--- config.mk ---
export PLATFORM = sky130hd
export DESIGN_NAME = utf8_to_ucs2_decoder_unit_flat
export DESIGN_NICKNAME = d
export VERILOG_FILES = /design/src/rtl/utf8dec_pkg.sv /design/src/rtl/utf8dec_if.sv /design/src/rtl/utf8_to_ucs2_decoder_unit.sv /design/src/flat_wrapper.sv
export SDC_FILE = /design/constraint.sdc
export NUM_CORES = 1
export LEC_CHECK = 0
export BUFFER_PORTS_ARGS = -buffer_cell sky130_fd_sc_hd__buf_2
export CAP_MARGIN = 20
export CORE_MARGIN = 2
export CORE_UTILIZATION = 50
export CTS_CLUSTER_SIZE = 28
export DETAILED_ROUTE_END_ITERATION = 7
export GPL_ROUTABILITY_DRIVEN = 1
export PLACE_DENSITY = 0.68
export SLEW_MARGIN = 15
export SYNTH_ARGS = -nofsm -noshare
export SYNTH_HDL_FRONTEND = slang
export SYNTH_SLANG_ARGS = --single-unit
--- constraint.sdc ---
create_clock -name clk_i -period 5.4 [get_ports clk_i]
set_input_delay 1.08 -clock clk_i [delete_from_list [all_inputs] [get_ports clk_i]]
set_output_delay 1.08 -clock clk_i [all_outputs]
set_load 0.05 [all_outputs]
--- src/rtl/utf8dec_pkg.sv ---
// ----------------------------------------------------------------------------
// UTF-8 decoder package
// Shared types and constants for the UTF-8 to UCS-2 decoder unit.
// ----------------------------------------------------------------------------
package utf8dec_pkg;

  // Configuration port widths
  localparam int unsigned CfgIdxW  = 2;
  localparam int unsigned CfgDataW = 16;

  // Result queue depth and pointer width
  localparam int unsigned QueueDepth = 4;
  localparam int unsigned QueuePtrW  = 2;
  localparam int unsigned QueueCntW  = 3;

  // Register reset values
  localparam logic        StripBomRst = 1'b1;
  localparam logic [15:0] ReplCharRst = 16'd63;

  // Byte order mark code unit
  localparam logic [15:0] BomChar = 16'hFEFF;

  // Configuration register indexes
  typedef enum logic [CfgIdxW-1:0] {
    CFG_STRIP_BOM = 2'd0,
    CFG_REPL_CHAR = 2'd1
  } cfg_idx_e;

  // One result item
  typedef struct packed {
    logic [15:0] code_unit;
    logic        has_char;
    logic        out_last;
  } result_t;

endpackage : utf8dec_pkg

--- src/rtl/utf8dec_if.sv ---
// ----------------------------------------------------------------------------
// UTF-8 decoder channel interfaces
// Byte input channel, code unit output channel and configuration write channel.
// ----------------------------------------------------------------------------

// Input byte channel
interface utf8dec_in_if;
  logic       valid;
  logic       ready;
  logic [7:0] in_byte;
  logic       in_last;

  modport source (output valid, output in_byte, output in_last, input ready);
  modport sink   (input valid, input in_byte, input in_last, output ready);
endinterface : utf8dec_in_if

// Output code unit channel
interface utf8dec_out_if;
  logic        valid;
  logic        ready;
  logic [15:0] code_unit;
  logic        has_char;
  logic        out_last;

  modport source (output valid, output code_unit, output has_char, output out_last,
                  input ready);
  modport sink   (input valid, input code_unit, input has_char, input out_last,
                  output ready);
endinterface : utf8dec_out_if

// Configuration write channel
interface utf8dec_cfg_if;
  import utf8dec_pkg::*;
  logic                valid;
  logic                ready;
  logic [CfgIdxW-1:0]  index;
  logic [CfgDataW-1:0] data;

  modport source (output valid, output index, output data, input ready);
  modport sink   (input valid, input index, input data, output ready);
endinterface : utf8dec_cfg_if

--- src/rtl/utf8_to_ucs2_decoder_unit.sv ---
// A byte taken is held in the input stage, then decoded into the result queue once it has room.
// Throughput: one byte per cycle while the single-read result queue of four entries has
// room for two results; a byte may yield two, so the drain rate of the queue sets the pace.
// Reset clears the queue, the input stage and the decode state; registers return to
// strip_bom = 1 and replacement_char = 63.
// ----------------------------------------------------------------------------
// UTF-8 to UCS-2 decoder unit
// Decodes a UTF-8 byte stream into 16-bit code units, one byte per transfer.
// ----------------------------------------------------------------------------
module utf8_to_ucs2_decoder_unit (
  input  logic                clk_i,
  input  logic                rst_ni,
  utf8dec_in_if.sink          in_i,
  utf8dec_out_if.source       out_o,
  utf8dec_cfg_if.sink         cfg_i
);
  import utf8dec_pkg::*;

  // Configuration registers
  logic        strip_bom_q;
  logic [15:0] repl_char_q;

  // Input stage
  logic        in_valid_q;
  logic [7:0]  byte_q;
  logic        last_q;

  // Decode state
  logic [1:0]  pend_q, pend_d;
  logic [15:0] acc_q, acc_d;
  logic        start_q, start_d;

  // Result queue
  result_t               queue_q [QueueDepth];
  logic [QueuePtrW-1:0]  wr_ptr_q, rd_ptr_q;
  logic [QueueCntW-1:0]  count_q;

  // Decode outputs
  logic        emit_a, emit_f, emit_z;
  logic [15:0] unit_f;
  result_t     slot0, slot1;
  logic [1:0]  n_res;

  logic        advance;
  logic        pop;
  logic [1:0]  push_n;

  // Configuration writes are always taken
  assign cfg_i.ready = 1'b1;

  always_ff @(posedge clk_i or negedge rst_ni) begin
    if (!rst_ni) begin
      strip_bom_q <= StripBomRst;
      repl_char_q <= ReplCharRst;
    end else if (cfg_i.valid) begin
      case (cfg_i.index)
        CFG_STRIP_BOM: strip_bom_q <= cfg_i.data[0];
        CFG_REPL_CHAR: repl_char_q <= cfg_i.data[15:0];
        default:       ;
      endcase
    end
  end

  // The staged byte is decoded when the queue has room for two results.
  assign advance    = in_valid_q && (count_q <= QueueCntW'(QueueDepth - 2));
  assign in_i.ready = !in_valid_q || advance;

  always_ff @(posedge clk_i or negedge rst_ni) begin
    if (!rst_ni) begin
      in_valid_q <= 1'b0;
    end else if (in_i.valid && in_i.ready) begin
      in_valid_q <= 1'b1;
    end else if (advance) begin
      in_valid_q <= 1'b0;
    end
  end

  always_ff @(posedge clk_i) begin
    if (in_i.valid && in_i.ready) begin
      byte_q <= in_i.in_byte;
      last_q <= in_i.in_last;
    end
  end

  // Byte decode: interruption, fresh decode, then end-of-stream handling.
  always_comb begin
    pend_d  = pend_q;
    acc_d   = acc_q;
    start_d = start_q;
    emit_a  = 1'b0;
    emit_f  = 1'b0;
    emit_z  = 1'b0;
    unit_f  = '0;

    // A non-continuation byte breaks an open sequence
    if (pend_q != 2'd0 && byte_q[7:6] != 2'b10) begin
      emit_a  = 1'b1;
      start_d = 1'b0;
      pend_d  = 2'd0;
      acc_d   = '0;
    end

    if (!byte_q[7]) begin
      // Plain ASCII passes through
      unit_f  = {8'h00, byte_q};
      emit_f  = 1'b1;
      start_d = 1'b0;
    end else if (byte_q[7:6] == 2'b10) begin
      // Continuation byte; stray ones only end the stream start
      if (pend_d == 2'd0) begin
        start_d = 1'b0;
      end else begin
        acc_d  = {acc_d[9:0], byte_q[5:0]};
        pend_d = pend_d - 2'd1;
        if (pend_d == 2'd0) begin
          unit_f  = acc_d;
          emit_f  = !(start_d && strip_bom_q && acc_d == BomChar);
          start_d = 1'b0;
        end
      end
    end else if (byte_q[7:5] == 3'b110) begin
      acc_d  = {11'd0, byte_q[4:0]};
      pend_d = 2'd1;
    end else if (byte_q[7:4] == 4'b1110) begin
      acc_d  = {12'd0, byte_q[3:0]};
      pend_d = 2'd2;
    end else begin
      // Four-byte leads and invalid bytes
      unit_f  = repl_char_q;
      emit_f  = 1'b1;
      start_d = 1'b0;
    end

    // End of stream closes any open sequence and clears the state
    if (last_q) begin
      emit_z  = (pend_d != 2'd0);
      pend_d  = 2'd0;
      acc_d   = '0;
      start_d = 1'b1;
    end
  end

  // Pack the emissions into at most two result slots.
  always_comb begin
    n_res = 2'(emit_a) + 2'(emit_f) + 2'(emit_z);

    slot0.code_unit = emit_a ? repl_char_q : (emit_f ? unit_f : repl_char_q);
    slot0.has_char  = 1'b1;
    slot1.code_unit = (emit_a && emit_f) ? unit_f : repl_char_q;
    slot1.has_char  = 1'b1;
    slot1.out_last  = last_q;

    if (n_res == 2'd0 && last_q) begin
      // Bare end marker
      n_res           = 2'd1;
      slot0.code_unit = '0;
      slot0.has_char  = 1'b0;
    end
    slot0.out_last = last_q && (n_res == 2'd1);
  end

  always_ff @(posedge clk_i or negedge rst_ni) begin
    if (!rst_ni) begin
      pend_q  <= 2'd0;
      acc_q   <= '0;
      start_q <= 1'b1;
    end else if (advance) begin
      pend_q  <= pend_d;
      acc_q   <= acc_d;
      start_q <= start_d;
    end
  end

  // Result queue bookkeeping
  assign push_n = advance ? n_res : 2'd0;
  assign pop    = out_o.valid && out_o.ready;

  always_ff @(posedge clk_i or negedge rst_ni) begin
    if (!rst_ni) begin
      wr_ptr_q <= '0;
      rd_ptr_q <= '0;
      count_q  <= '0;
    end else begin
      wr_ptr_q <= wr_ptr_q + QueuePtrW'(push_n);
      rd_ptr_q <= rd_ptr_q + QueuePtrW'(pop);
      count_q  <= count_q + QueueCntW'(push_n) - QueueCntW'(pop);
    end
  end

  always_ff @(posedge clk_i) begin
    if (push_n != 2'd0) begin
      queue_q[wr_ptr_q] <= slot0;
    end
    if (push_n == 2'd2) begin
      queue_q[wr_ptr_q + QueuePtrW'(1)] <= slot1;
    end
  end

  // Output channel shows the queue head
  assign out_o.valid     = (count_q != '0);
  assign out_o.code_unit = queue_q[rd_ptr_q].code_unit;
  assign out_o.has_char  = queue_q[rd_ptr_q].has_char;
  assign out_o.out_last  = queue_q[rd_ptr_q].out_last;

endmodule : utf8_to_ucs2_decoder_unit

--- src/flat_wrapper.sv ---
// flat-port wrapper written by rule: the top's interface ports become plain ports
module utf8_to_ucs2_decoder_unit_flat import utf8dec_pkg::*;
  (clk_i, rst_ni, in_i_valid, in_i_in_byte, in_i_in_last, in_i_ready, out_o_valid, out_o_code_unit, out_o_has_char, out_o_out_last, out_o_ready, cfg_i_valid, cfg_i_index, cfg_i_data, cfg_i_ready);
  utf8dec_in_if in_i_i ();
  utf8dec_out_if out_o_i ();
  utf8dec_cfg_if cfg_i_i ();
  input  logic clk_i;
  input  logic rst_ni;
  input wire logic [$bits(in_i_i.valid)-1:0] in_i_valid;
  input wire logic [$bits(in_i_i.in_byte)-1:0] in_i_in_byte;
  input wire logic [$bits(in_i_i.in_last)-1:0] in_i_in_last;
  output wire logic [$bits(in_i_i.ready)-1:0] in_i_ready;
  output wire logic [$bits(out_o_i.valid)-1:0] out_o_valid;
  output wire logic [$bits(out_o_i.code_unit)-1:0] out_o_code_unit;
  output wire logic [$bits(out_o_i.has_char)-1:0] out_o_has_char;
  output wire logic [$bits(out_o_i.out_last)-1:0] out_o_out_last;
  input wire logic [$bits(out_o_i.ready)-1:0] out_o_ready;
  input wire logic [$bits(cfg_i_i.valid)-1:0] cfg_i_valid;
  input wire logic [$bits(cfg_i_i.index)-1:0] cfg_i_index;
  input wire logic [$bits(cfg_i_i.data)-1:0] cfg_i_data;
  output wire logic [$bits(cfg_i_i.ready)-1:0] cfg_i_ready;
  assign in_i_i.valid = in_i_valid;
  assign in_i_i.in_byte = in_i_in_byte;
  assign in_i_i.in_last = in_i_in_last;
  assign in_i_ready = in_i_i.ready;
  assign out_o_valid = out_o_i.valid;
  assign out_o_code_unit = out_o_i.code_unit;
  assign out_o_has_char = out_o_i.has_char;
  assign out_o_out_last = out_o_i.out_last;
  assign out_o_i.ready = out_o_ready;
  assign cfg_i_i.valid = cfg_i_valid;
  assign cfg_i_i.index = cfg_i_index;
  assign cfg_i_i.data = cfg_i_data;
  assign cfg_i_ready = cfg_i_i.ready;
  utf8_to_ucs2_decoder_unit u_core (.clk_i(clk_i), .rst_ni(rst_ni), .in_i(in_i_i), .out_o(out_o_i), .cfg_i(cfg_i_i));
endmodule
==> results of run 1 <==
-- power groups by stage --
stage               clock network [W]  registers, W  logic, W
floorplan                           0       0.00133   0.00146
global placement                    0       0.00147   0.00175
detailed placement                  0       0.00148   0.00177
CTS                           0.00118       0.00147   0.00179
global route                  0.00123       0.00150   0.00192
finish                        0.00118       0.00147   0.00179
-- metrics by stage --
stage | hold WS [ps] | worst slack (ps) | instances | cell area, sq um
after global routing | 495 | 1010 | 793 | 7470
after global placement | 456 | 1550 | 761 | 6860
final | 481 | 1260 | 793 | 7470
after CTS | 483 | 1380 | 793 | 7470
after detailed placement | 471 | 1390 | 761 | 6860
after floorplan | 439 | 2030 | 565 | 6490
-- per-layer routing --
layer	GRT usage, %	part of all wire (%)
met5	0	0
met3	6.93	9.3
met1	35.7	41
met4	13.4	3.1
met2	41.1	46
-- flip-flops by register name (all words and copies together) (netlist names) --
| signal | count |
|---|---|
| u_core.queue_q | 72 |
| u_core.in_valid_q | 1 |
| u_core.byte_q | 8 |
| u_core.start_q | 1 |
| u_core.wr_ptr_q | 2 |
| u_core.acc_q | 10 |
| u_core.pend_q | 2 |
| u_core.count_q | 3 |
| u_core.strip_bom_q | 1 |
| u_core.last_q | 1 |
| u_core.repl_char_q | 16 |
| u_core.rd_ptr_q | 2 |
-- placed cells by master (no fill, tap or decap), types with 7 or more instances in the layout --
master,Yosys,layout
mux2_2,19,19
edfxtp_1,77,77
nor2_1,26,26
a22oi_1,18,18
dfstp_2,8,8
mux4_2,18,18
a21oi_1,11,11
nand3_1,10,10
a22o_1,10,10
inv_1,15,15
clkbuf_16,0,17
nand2b_1,8,8
o221ai_1,50,50
nand2_1,94,94
o21ai_0,27,27
buf_2,20,51
buf_4,1,7
dfrtp_1,30,30
-- area by class of cell --
type	instances	area (sq um)	area share, %
repair buffers	58	308	4.12
well taps	172	215	2.88
inverters	15	56.3	0.754
flip-flops and latches	119	3350	44.9
clock buffers	19	433	5.79
multi-input cells	397	2930	39.2
clock inverters	13	180	2.41
-- cells in the mapped netlist (10+ instances only) --
| library cell | number |
|---|---|
| edfxtp_1 | 77 |
| o221ai_1 | 50 |
| inv_1 | 15 |
| o21ai_0 | 27 |
| a22oi_1 | 18 |
| dfrtp_1 | 30 |
| nor2_1 | 26 |
| buf_2 | 20 |
| mux2_2 | 19 |
| a21oi_1 | 11 |
| mux4_2 | 18 |
| clkbuf_1 | 12 |
| nand2_1 | 94 |
| a22o_1 | 10 |
| nand3_1 | 10 |
-- worst min-delay path, cell delays in order (launching register included) --
cell and delay (ps):
dfstp_2 370, nand2_1 50, nand2_1 50
-- worst paths after layout --
check / endpoint / slack [ps] / start
setup / recovery: u_core.queue_q[2][3] / 1260 / u_core.byte_q[7]
hold / removal: u_core.start_q / 480 / u_core.start_q
setup reg to reg: u_core.queue_q[2][3] / 1260 / u_core.byte_q[7]
hold reg to reg: u_core.start_q / 480 / u_core.start_q
max in group asynchronous: u_core.repl_char_q[10] / 4080 / rst_ni
min in group asynchronous: u_core.count_q[2] / 770 / rst_ni
-- kinds of logic (layout without fill, tap and decap cells) --
logic type	Yosys count	count (layout)
xor gates and xnor gates	5	5
and+or+nand+nor	182	182
AOI/OAI and AO/OA	160	160
adders and majority gates	7	7
other	1	1
muxes	42	42
DFF	119	119
buffers and inverters	49	105
==> flow_metrics.tcl, run 1 <==
set metrics [dict create \
    status "finished clean" \
    antenna_found_initial 0 \
    path_delay_family "simple AND/OR/NAND/NOR gates" \
    cp-start-kind "flop" \
    grt_setup_unrepaired "false" \
    grt_max_degree 39 \
    die-area_sq_um 13900 \
    place.port_buffers 51 \
    core_sq_um 12700 \
    wl_microns 18000 \
    p_leak_nw 2.73 \
    synthMuxAreaShare_pct 10.3 \
    synth_xor_area_share_pct 0.675 \
    combPwrFrac_pct 40.4 \
    synth_compound_area_share_pct 18.9 \
    yosysWarnings 0 \
    path_buf_inv 1 \
    cp_data_arrival_time_ps 4370 \
    fmax_mhz 241 \
    nFillCells 1039 \
    p_clk_share_pct 26.5 \
    post_cts_resized 0 \
    drtIter0Drc 576 \
    vias 5160 \
    io_pins 53 \
    p_per_area_nw_per_um2 594 \
    cts_setup_buffers 0 \
    synth-seq-cells 119 \
    holdBufCountCts 0 \
    num_rows 41 \
    synth_area_sq_um 6490 \
    numCtsBuffers 17 \
    holdPathStages 2 \
    worst_pin_slew_ps 991 \
    ys_types 64 \
    synthArstFlopShare_pct 31.9 \
    htreeDepth 4 \
    path_clk_slew_ps 60 \
    synth_area_leaders "edfxtp_1 36%, dfrtp_1 12%, o221ai_1 6.7%, mux4_2 6.2%, nand2_1 5.4%" \
    maxSlewHeadroom_pct 33.9 \
    insertedDiodeCount 0 \
    ant_nets 0 \
    die_h_microns 118 \
    yosysSeqAreaShare_pct 51.6 \
    cp.required_ps 5630 \
    dr.pass1.iters 7 \
    ys.flop_type "edfxtp_1" \
    hold_violations 0 \
    sw_frac_of_total_pct 42.2 \
    cts_tree "yes" \
    p_sw_w 0.00187 \
    synth_fa_ha_area_share_pct 1.58 \
    syn_nets 604 \
    vdd_drop_max_mv 0.358 \
    drcViolationCount 0 \
    drive_above_1_share_pct 24.3 \
    synthCells 565 \
    post_drt_wl_per_cell_microns 22.7 \
    final_nets 647 \
    slew_viol_final 0 \
    finalSetupViolCount 0 \
    dp_hpwl_microns 12000 \
    cts.sinks 119 \
    intPower_w 0.00257 \
    clockBufferDepth 2 \
    post-route-util_pct 59.0 \
    clkLatencyLatePin_ps 430 \
    crit_cells 9 \
    initial_core_util_pct 51.2 \
    post-route-period-util_pct 76.7 \
    syn2layout_area_growth_pct 15.1 \
    cts_root_buffer "clkbuf_16" \
    clock-skew-final_ps 18.7 \
    synth_edf_count 77 \
    reg2reg_depth 9 \
    finalSetupTns_ps 0 \
    synth-simple-area-share_pct 13.5 \
    worst-setup-path-type "flop to flop" \
    drv_cap 0 \
    critPathSlowestCell "a211oi_1" \
    die_x_microns 118 \
    synth.avg_cell_area_sq_um 11.5 \
    grt_overflow 0 \
    critPathCaptureType "flop" \
    grt_pass1_vias 5226 \
    gp_congestion 0.914 \
    yosysTopAreaCellShare_pct 35.6 \
    synth_top_family_by_area "compound AO/OA/AOI/OAI gates" \
    fin_crit_ps 4140 \
    critical-path-max-stage-delay_ps 830 \
    power_w 0.00444 \
    power_frac_seq_pct 33.1 \
    via_per_inst 6.51 \
    path_cells "inv_1 > nor3_1 > a21oi_1 > fa_1 > or2_2 > nand4_1 > a211oi_1 > nand2_1 > o221ai_1" \
    grt.total_usage_pct 26.9 \
    hold_class "flop to flop" \
    crit_fanout 17 \
    grt_pass1_wl_microns 28600 \
    synth.largest_area_cell "edfxtp_1" \
]
Power figures use the tool's default switching activity.
==> run 2, diff against run 1 <==
- PLACE_DENSITY: 0.68 -> 0.71
- clock period: 5.4 -> 3.6 ns (I/O delays scaled with it)
==> flow_metrics.tcl, run 2 (same netlist as run 1, synthesis figures left out) <==
set metrics [dict create \
    p_per_area_nw_per_um2 878 \
    place.port_buffers 51 \
    dp_hpwl_microns 12300 \
    grt_max_degree 39 \
    final_nets 664 \
    drv_cap 0 \
    cts_setup_buffers 0 \
    multi_input_area_sq_um 2930 \
    hold_ws_ps 410 \
    core_sq_um 12700 \
    cts.sinks 119 \
    critical-path-max-stage-delay_ps 610 \
    ant_nets 0 \
    drive_above_1_share_pct 26.3 \
    slew_viol_final 0 \
    sw_frac_of_total_pct 41.8 \
    syn2layout_area_growth_pct 16.9 \
    clock-skew-final_ps 9.86 \
    largestRegisters "u_core.queue_q: 72 flops, u_core.repl_char_q: 16 flops, u_core.acc_q: 10 flops" \
    post_drt_wl_per_cell_microns 22.3 \
    grt_setup_unrepaired "false" \
    p_sw_w 0.00279 \
    gp_congestion 0.957 \
    largest_reg_flops 72 \
    fin_crit_ps 3320 \
    clkLatencyLatePin_ps 430 \
    wl_microns 18100 \
    p_leak_nw 2.82 \
    cp.required_ps 3850 \
    drcViolationCount 0 \
    htreeDepth 4 \
    grt_pass1_wl_microns 28800 \
    power_frac_seq_pct 32.8 \
    mostFrequentLayoutCells "93 x nand2_1, 77 x edfxtp_1, 51 x buf_2, 50 x o221ai_1, 30 x dfrtp_1" \
    num_rows 41 \
    drtIter0Drc 666 \
    vdd_drop_max_mv 0.446 \
    clockBufferDepth 2 \
    hold_class "primary input to asynchronous set/reset pin" \
    via_per_inst 6.50 \
    die-area_sq_um 13900 \
    cp_data_arrival_time_ps 3570 \
    combPwrFrac_pct 41.2 \
    worst-setup-path-type "flop to flop" \
    die_x_microns 118 \
    vias 5264 \
    grt_overflow 0 \
    crit_fanout 15 \
    final_common_cell "nand2_1" \
    worst_pin_slew_ps 895 \
    cp-start-kind "flop" \
    post-route-period-util_pct 92.3 \
    cts_tree "yes" \
    finalSetupTns_ps 0 \
    fmax_mhz 301 \
    finalSetupViolCount 0 \
    path_cells "nand2b_1 > nand2_1 > inv_1 > fa_1 > nor2b_1 > nand3_1 > a2bb2oi_1 > o21ai_0" \
    maxSlewHeadroom_pct 40.2 \
    io_pins 53 \
    antenna_found_initial 0 \
    intPower_w 0.00388 \
    initial_core_util_pct 51.2 \
    status "finished clean" \
    nFillCells 1069 \
    cts_root_buffer "clkbuf_16" \
    regMostFlops "u_core.queue_q" \
    grt.total_usage_pct 27.0 \
    insertedDiodeCount 0 \
    post_cts_resized 0 \
    path_clk_slew_ps 60 \
    p_clk_share_pct 26.0 \
    dr.pass1.iters 6 \
    critPathSlowestCell "edfxtp_1" \
    numCtsBuffers 17 \
    grt_pass1_vias 5256 \
    holdBufCountCts 0 \
    hold_violations 0 \
    regArea_sq_um 3350 \
    critPathCaptureType "flop" \
    die_h_microns 118 \
]
==> run 2: stage by stage <==
step	power (W)	area (sq um)	utilization (%)	instances	setup WS, ps
after floorplan	0.00418	6490	-	565	233
after global placement	0.00485	6990	55.1	778	419
after detailed placement	0.00492	6990	55.1	778	338
after CTS	0.00665	7590	59.9	810	317
after global routing	0.00697	7590	59.9	810	24.1
final	0.00666	7590	59.9	810	278
==> run 2: layer usage <==
metal  up-vias  share of wire, %  track usage, %
met2       321                47            41.9
met4         0               3.0            12.0
met3        62               9.4            7.80
met1      2545                41            35.4
li1       2336                 -               -
met5         -                 0               0
==> run 2: worst max-delay path: cells and delay by family (launching register included) <==
kind                       cells  cell delay (ps)
AOI/OAI and AO/OA              2              420
adders and majority gates      1              600
buffers and inverters          1              340
DFF                            1              610
and+or+nand+nor                4             1160
==> run 2: path summary, 6_finish.rpt <==
kind | from | slack (ps) | to | cells past startpoint
hold reg to reg | u_core.start_q | 480 | u_core.start_q | 2
setup / recovery | u_core.byte_q[6] | 280 | u_core.queue_q[1][3] | 8
min in group clk_i | in_i_in_byte[6] | 460 | u_core.byte_q[6] | 1
max in group asynchronous | rst_ni | 2630 | u_core.repl_char_q[9] | 1
setup reg to reg | u_core.byte_q[6] | 280 | u_core.queue_q[1][3] | 8
hold / removal | rst_ni | 410 | u_core.count_q[1] | 1
==> run 2: cell type report <==
| type | instances | share of cell area [%] |
|---|---|---|
| clock buffer | 23 | 6.30 |
| clock inverter | 9 | 1.63 |
| inverter | 15 | 0.742 |
| multi-input combinational | 397 | 38.6 |
| sequential | 119 | 44.2 |
| tap | 172 | 2.84 |
| timing repair buffer | 75 | 5.74 |
==> run 2: power by group through the flow <==
stage          registers (W)  clock network (W)  logic (W)
6_report             0.00219            0.00173    0.00274
5_1_grt              0.00222            0.00181    0.00294
4_1_cts              0.00218            0.00175    0.00273
3_5_place_dp         0.00220                  0    0.00271
3_3_place_gp         0.00219                  0    0.00267
2_1_floorplan        0.00200                  0    0.00218
==> run 3, diff against run 2 <==
==> constraint.sdc (replaced) <==
create_clock -name clk_i -period 3.6 [get_ports clk_i]
set_input_delay 0.18 -clock clk_i [delete_from_list [all_inputs] [get_ports clk_i]]
set_output_delay 0.18 -clock clk_i [all_outputs]
set_load 0.05 [all_outputs]
==> flow_metrics.tcl, run 3 (same netlist as run 1, synthesis figures left out) <==
set metrics [dict create \
    core_sq_um 12700 \
    grt_pass1_vias 5272 \
    clock-skew-final_ps 6.82 \
    cts_root_buffer "clkbuf_16" \
    grt_setup_unrepaired "false" \
    insertedDiodeCount 0 \
    worst_pin_slew_ps 939 \
    die_x_microns 118 \
    hold_ws_ps 16.4 \
    clkLatencyLatePin_ps 420 \
    crit_fanout 15 \
    dr.pass1.iters 5 \
    die-area_sq_um 13900 \
    maxSlewHeadroom_pct 37.4 \
    critical-path-max-stage-delay_ps 610 \
    worst-setup-path-type "flop to flop" \
    vias 5329 \
    stdcell_count 837 \
    grt_pass1_wl_microns 28600 \
    ant_nets 0 \
    finalSetupTns_ps 0 \
    clockBufferDepth 2 \
    cts_setup_buffers 0 \
    path_delay_family "simple AND/OR/NAND/NOR gates" \
    place.port_buffers 51 \
    drt-met1-wl_microns 7110 \
    nFillCells 1014 \
    vdd_drop_max_mv 0.538 \
    p_per_area_nw_per_um2 845 \
    path_buf_inv 1 \
    drive_above_1_share_pct 25.6 \
    regMostFlops "u_core.queue_q" \
    dp_cells 779 \
    via_per_inst 6.37 \
    syn2layout_area_growth_pct 21.1 \
    num_rows 41 \
    post_drt_wl_per_cell_microns 21.6 \
    critPathSlowestCell "edfxtp_1" \
    hold_class "primary input to flop" \
    startpoint "u_core.byte_q[6]" \
    path_clk_slew_ps 50 \
    io_pins 53 \
    fin_crit_ps 3350 \
    cp.required_ps 3840 \
    drtIter0Drc 654 \
    final_nets 691 \
    largestRegisters "u_core.queue_q: 72 flops, u_core.repl_char_q: 16 flops, u_core.acc_q: 10 flops" \
    grt_overflow 0 \
    drv_cap 0 \
    fmax_mhz 298 \
    post-route-period-util_pct 93.2 \
    initial_core_util_pct 51.2 \
    gp_congestion 0.935 \
    cts.sinks 119 \
    min-delay-start "cfg_i_data[11]" \
    cts_tree "yes" \
    p_leak_nw 2.94 \
    mostFrequentLayoutCells "94 x nand2_1, 77 x edfxtp_1, 51 x buf_2, 50 x o221ai_1, 30 x dfrtp_1" \
    largest_reg_flops 72 \
    status "finished clean" \
    htreeDepth 4 \
    cp_data_arrival_time_ps 3600 \
    drcViolationCount 0 \
    grt.total_usage_pct 26.9 \
    antenna_found_initial 0 \
    route.met2.wl_microns 8630 \
    slew_viol_final 0 \
    grt_max_degree 39 \
    die_h_microns 118 \
    cp-start-kind "flop" \
    final_common_cell "nand2_1" \
    r2r-start "u_core.byte_q[6]" \
    dp_hpwl_microns 12200 \
    numCtsBuffers 17 \
    multi_input_area_sq_um 2930 \
    regArea_sq_um 3350 \
    wl_met3_microns 1840 \
    hold_violations 0 \
    critPathCaptureType "flop" \
    finalSetupViolCount 0 \
    path_cells "nand2b_1 > nand2_1 > inv_1 > fa_1 > nand2b_1 > nor2_1 > nand2_1 > o221ai_1" \
    top_layer "met4" \
    wl_microns 18000 \
]
run 3: changes by cell type in the layout (fill, tap and decap cells not counted), sizes merged:
cell and delta:
buf +1, bufinv -2, inv +2, dlygate4sd3 +26
run 3: power breakdown:
part	switching (W)	internal, W
sequential	0.000336	0.00185
combinational	0.00187	0.000910
clock	0.000609	0.00107
run 3: path summary, 6_finish.rpt:
check	cells past startpoint	to	slack (ps)
min reg2reg	2	u_core.start_q	470
max reg2reg	8	u_core.queue_q[2][13]	250
min in group asynchronous	2	u_core.rd_ptr_q[1]	400
min	2	u_core.repl_char_q[11]	20
max	8	u_core.queue_q[2][13]	250
max in group asynchronous	2	u_core.repl_char_q[13]	2660
run 3: layout make-up:
cell class,count,area share [%]
multi-input combinational,397,37.3
clock buffer,23,6.49
sequential,119,42.7
tap,172,2.74
timing repair buffer,102,8.95
clock inverter,9,1.11
inverter,15,0.716
run 3: timing repair:
item                                   in CTS  in global routing
setup endpoints to repair                   0                  3
gates resized for setup                     0                  1
hold buffers                               25                  1
endpoints found under the hold margin      54                  2
run 3: metrics by stage:
stage	power, W	util (%)	worst slack, ps	area (sq um)
after global placement	0.00487	55.2	372	6990
after detailed placement	0.00493	55.2	356	6990
after CTS	0.00662	61.9	319	7840
after global routing	0.00697	62.0	27.8	7860
final	0.00664	62.0	245	7860
after floorplan	0.00418	-	233	6490
run 3: worst reg2reg max path, cell delays in order (launching register included):
cell and delay, ps:
edfxtp_1 610, nand2b_1 260, nand2_1 130, inv_1 320
fa_1 610, nand2b_1 250, nor2_1 210, nand2_1 430
o221ai_1 370
run 3: per-layer routing:
layer	global-route usage [%]	vias to the layer above
li1	-	2382
met1	34.4	2561
met2	42.4	337
met3	8.72	49
met4	10.8	0
met5	0	-
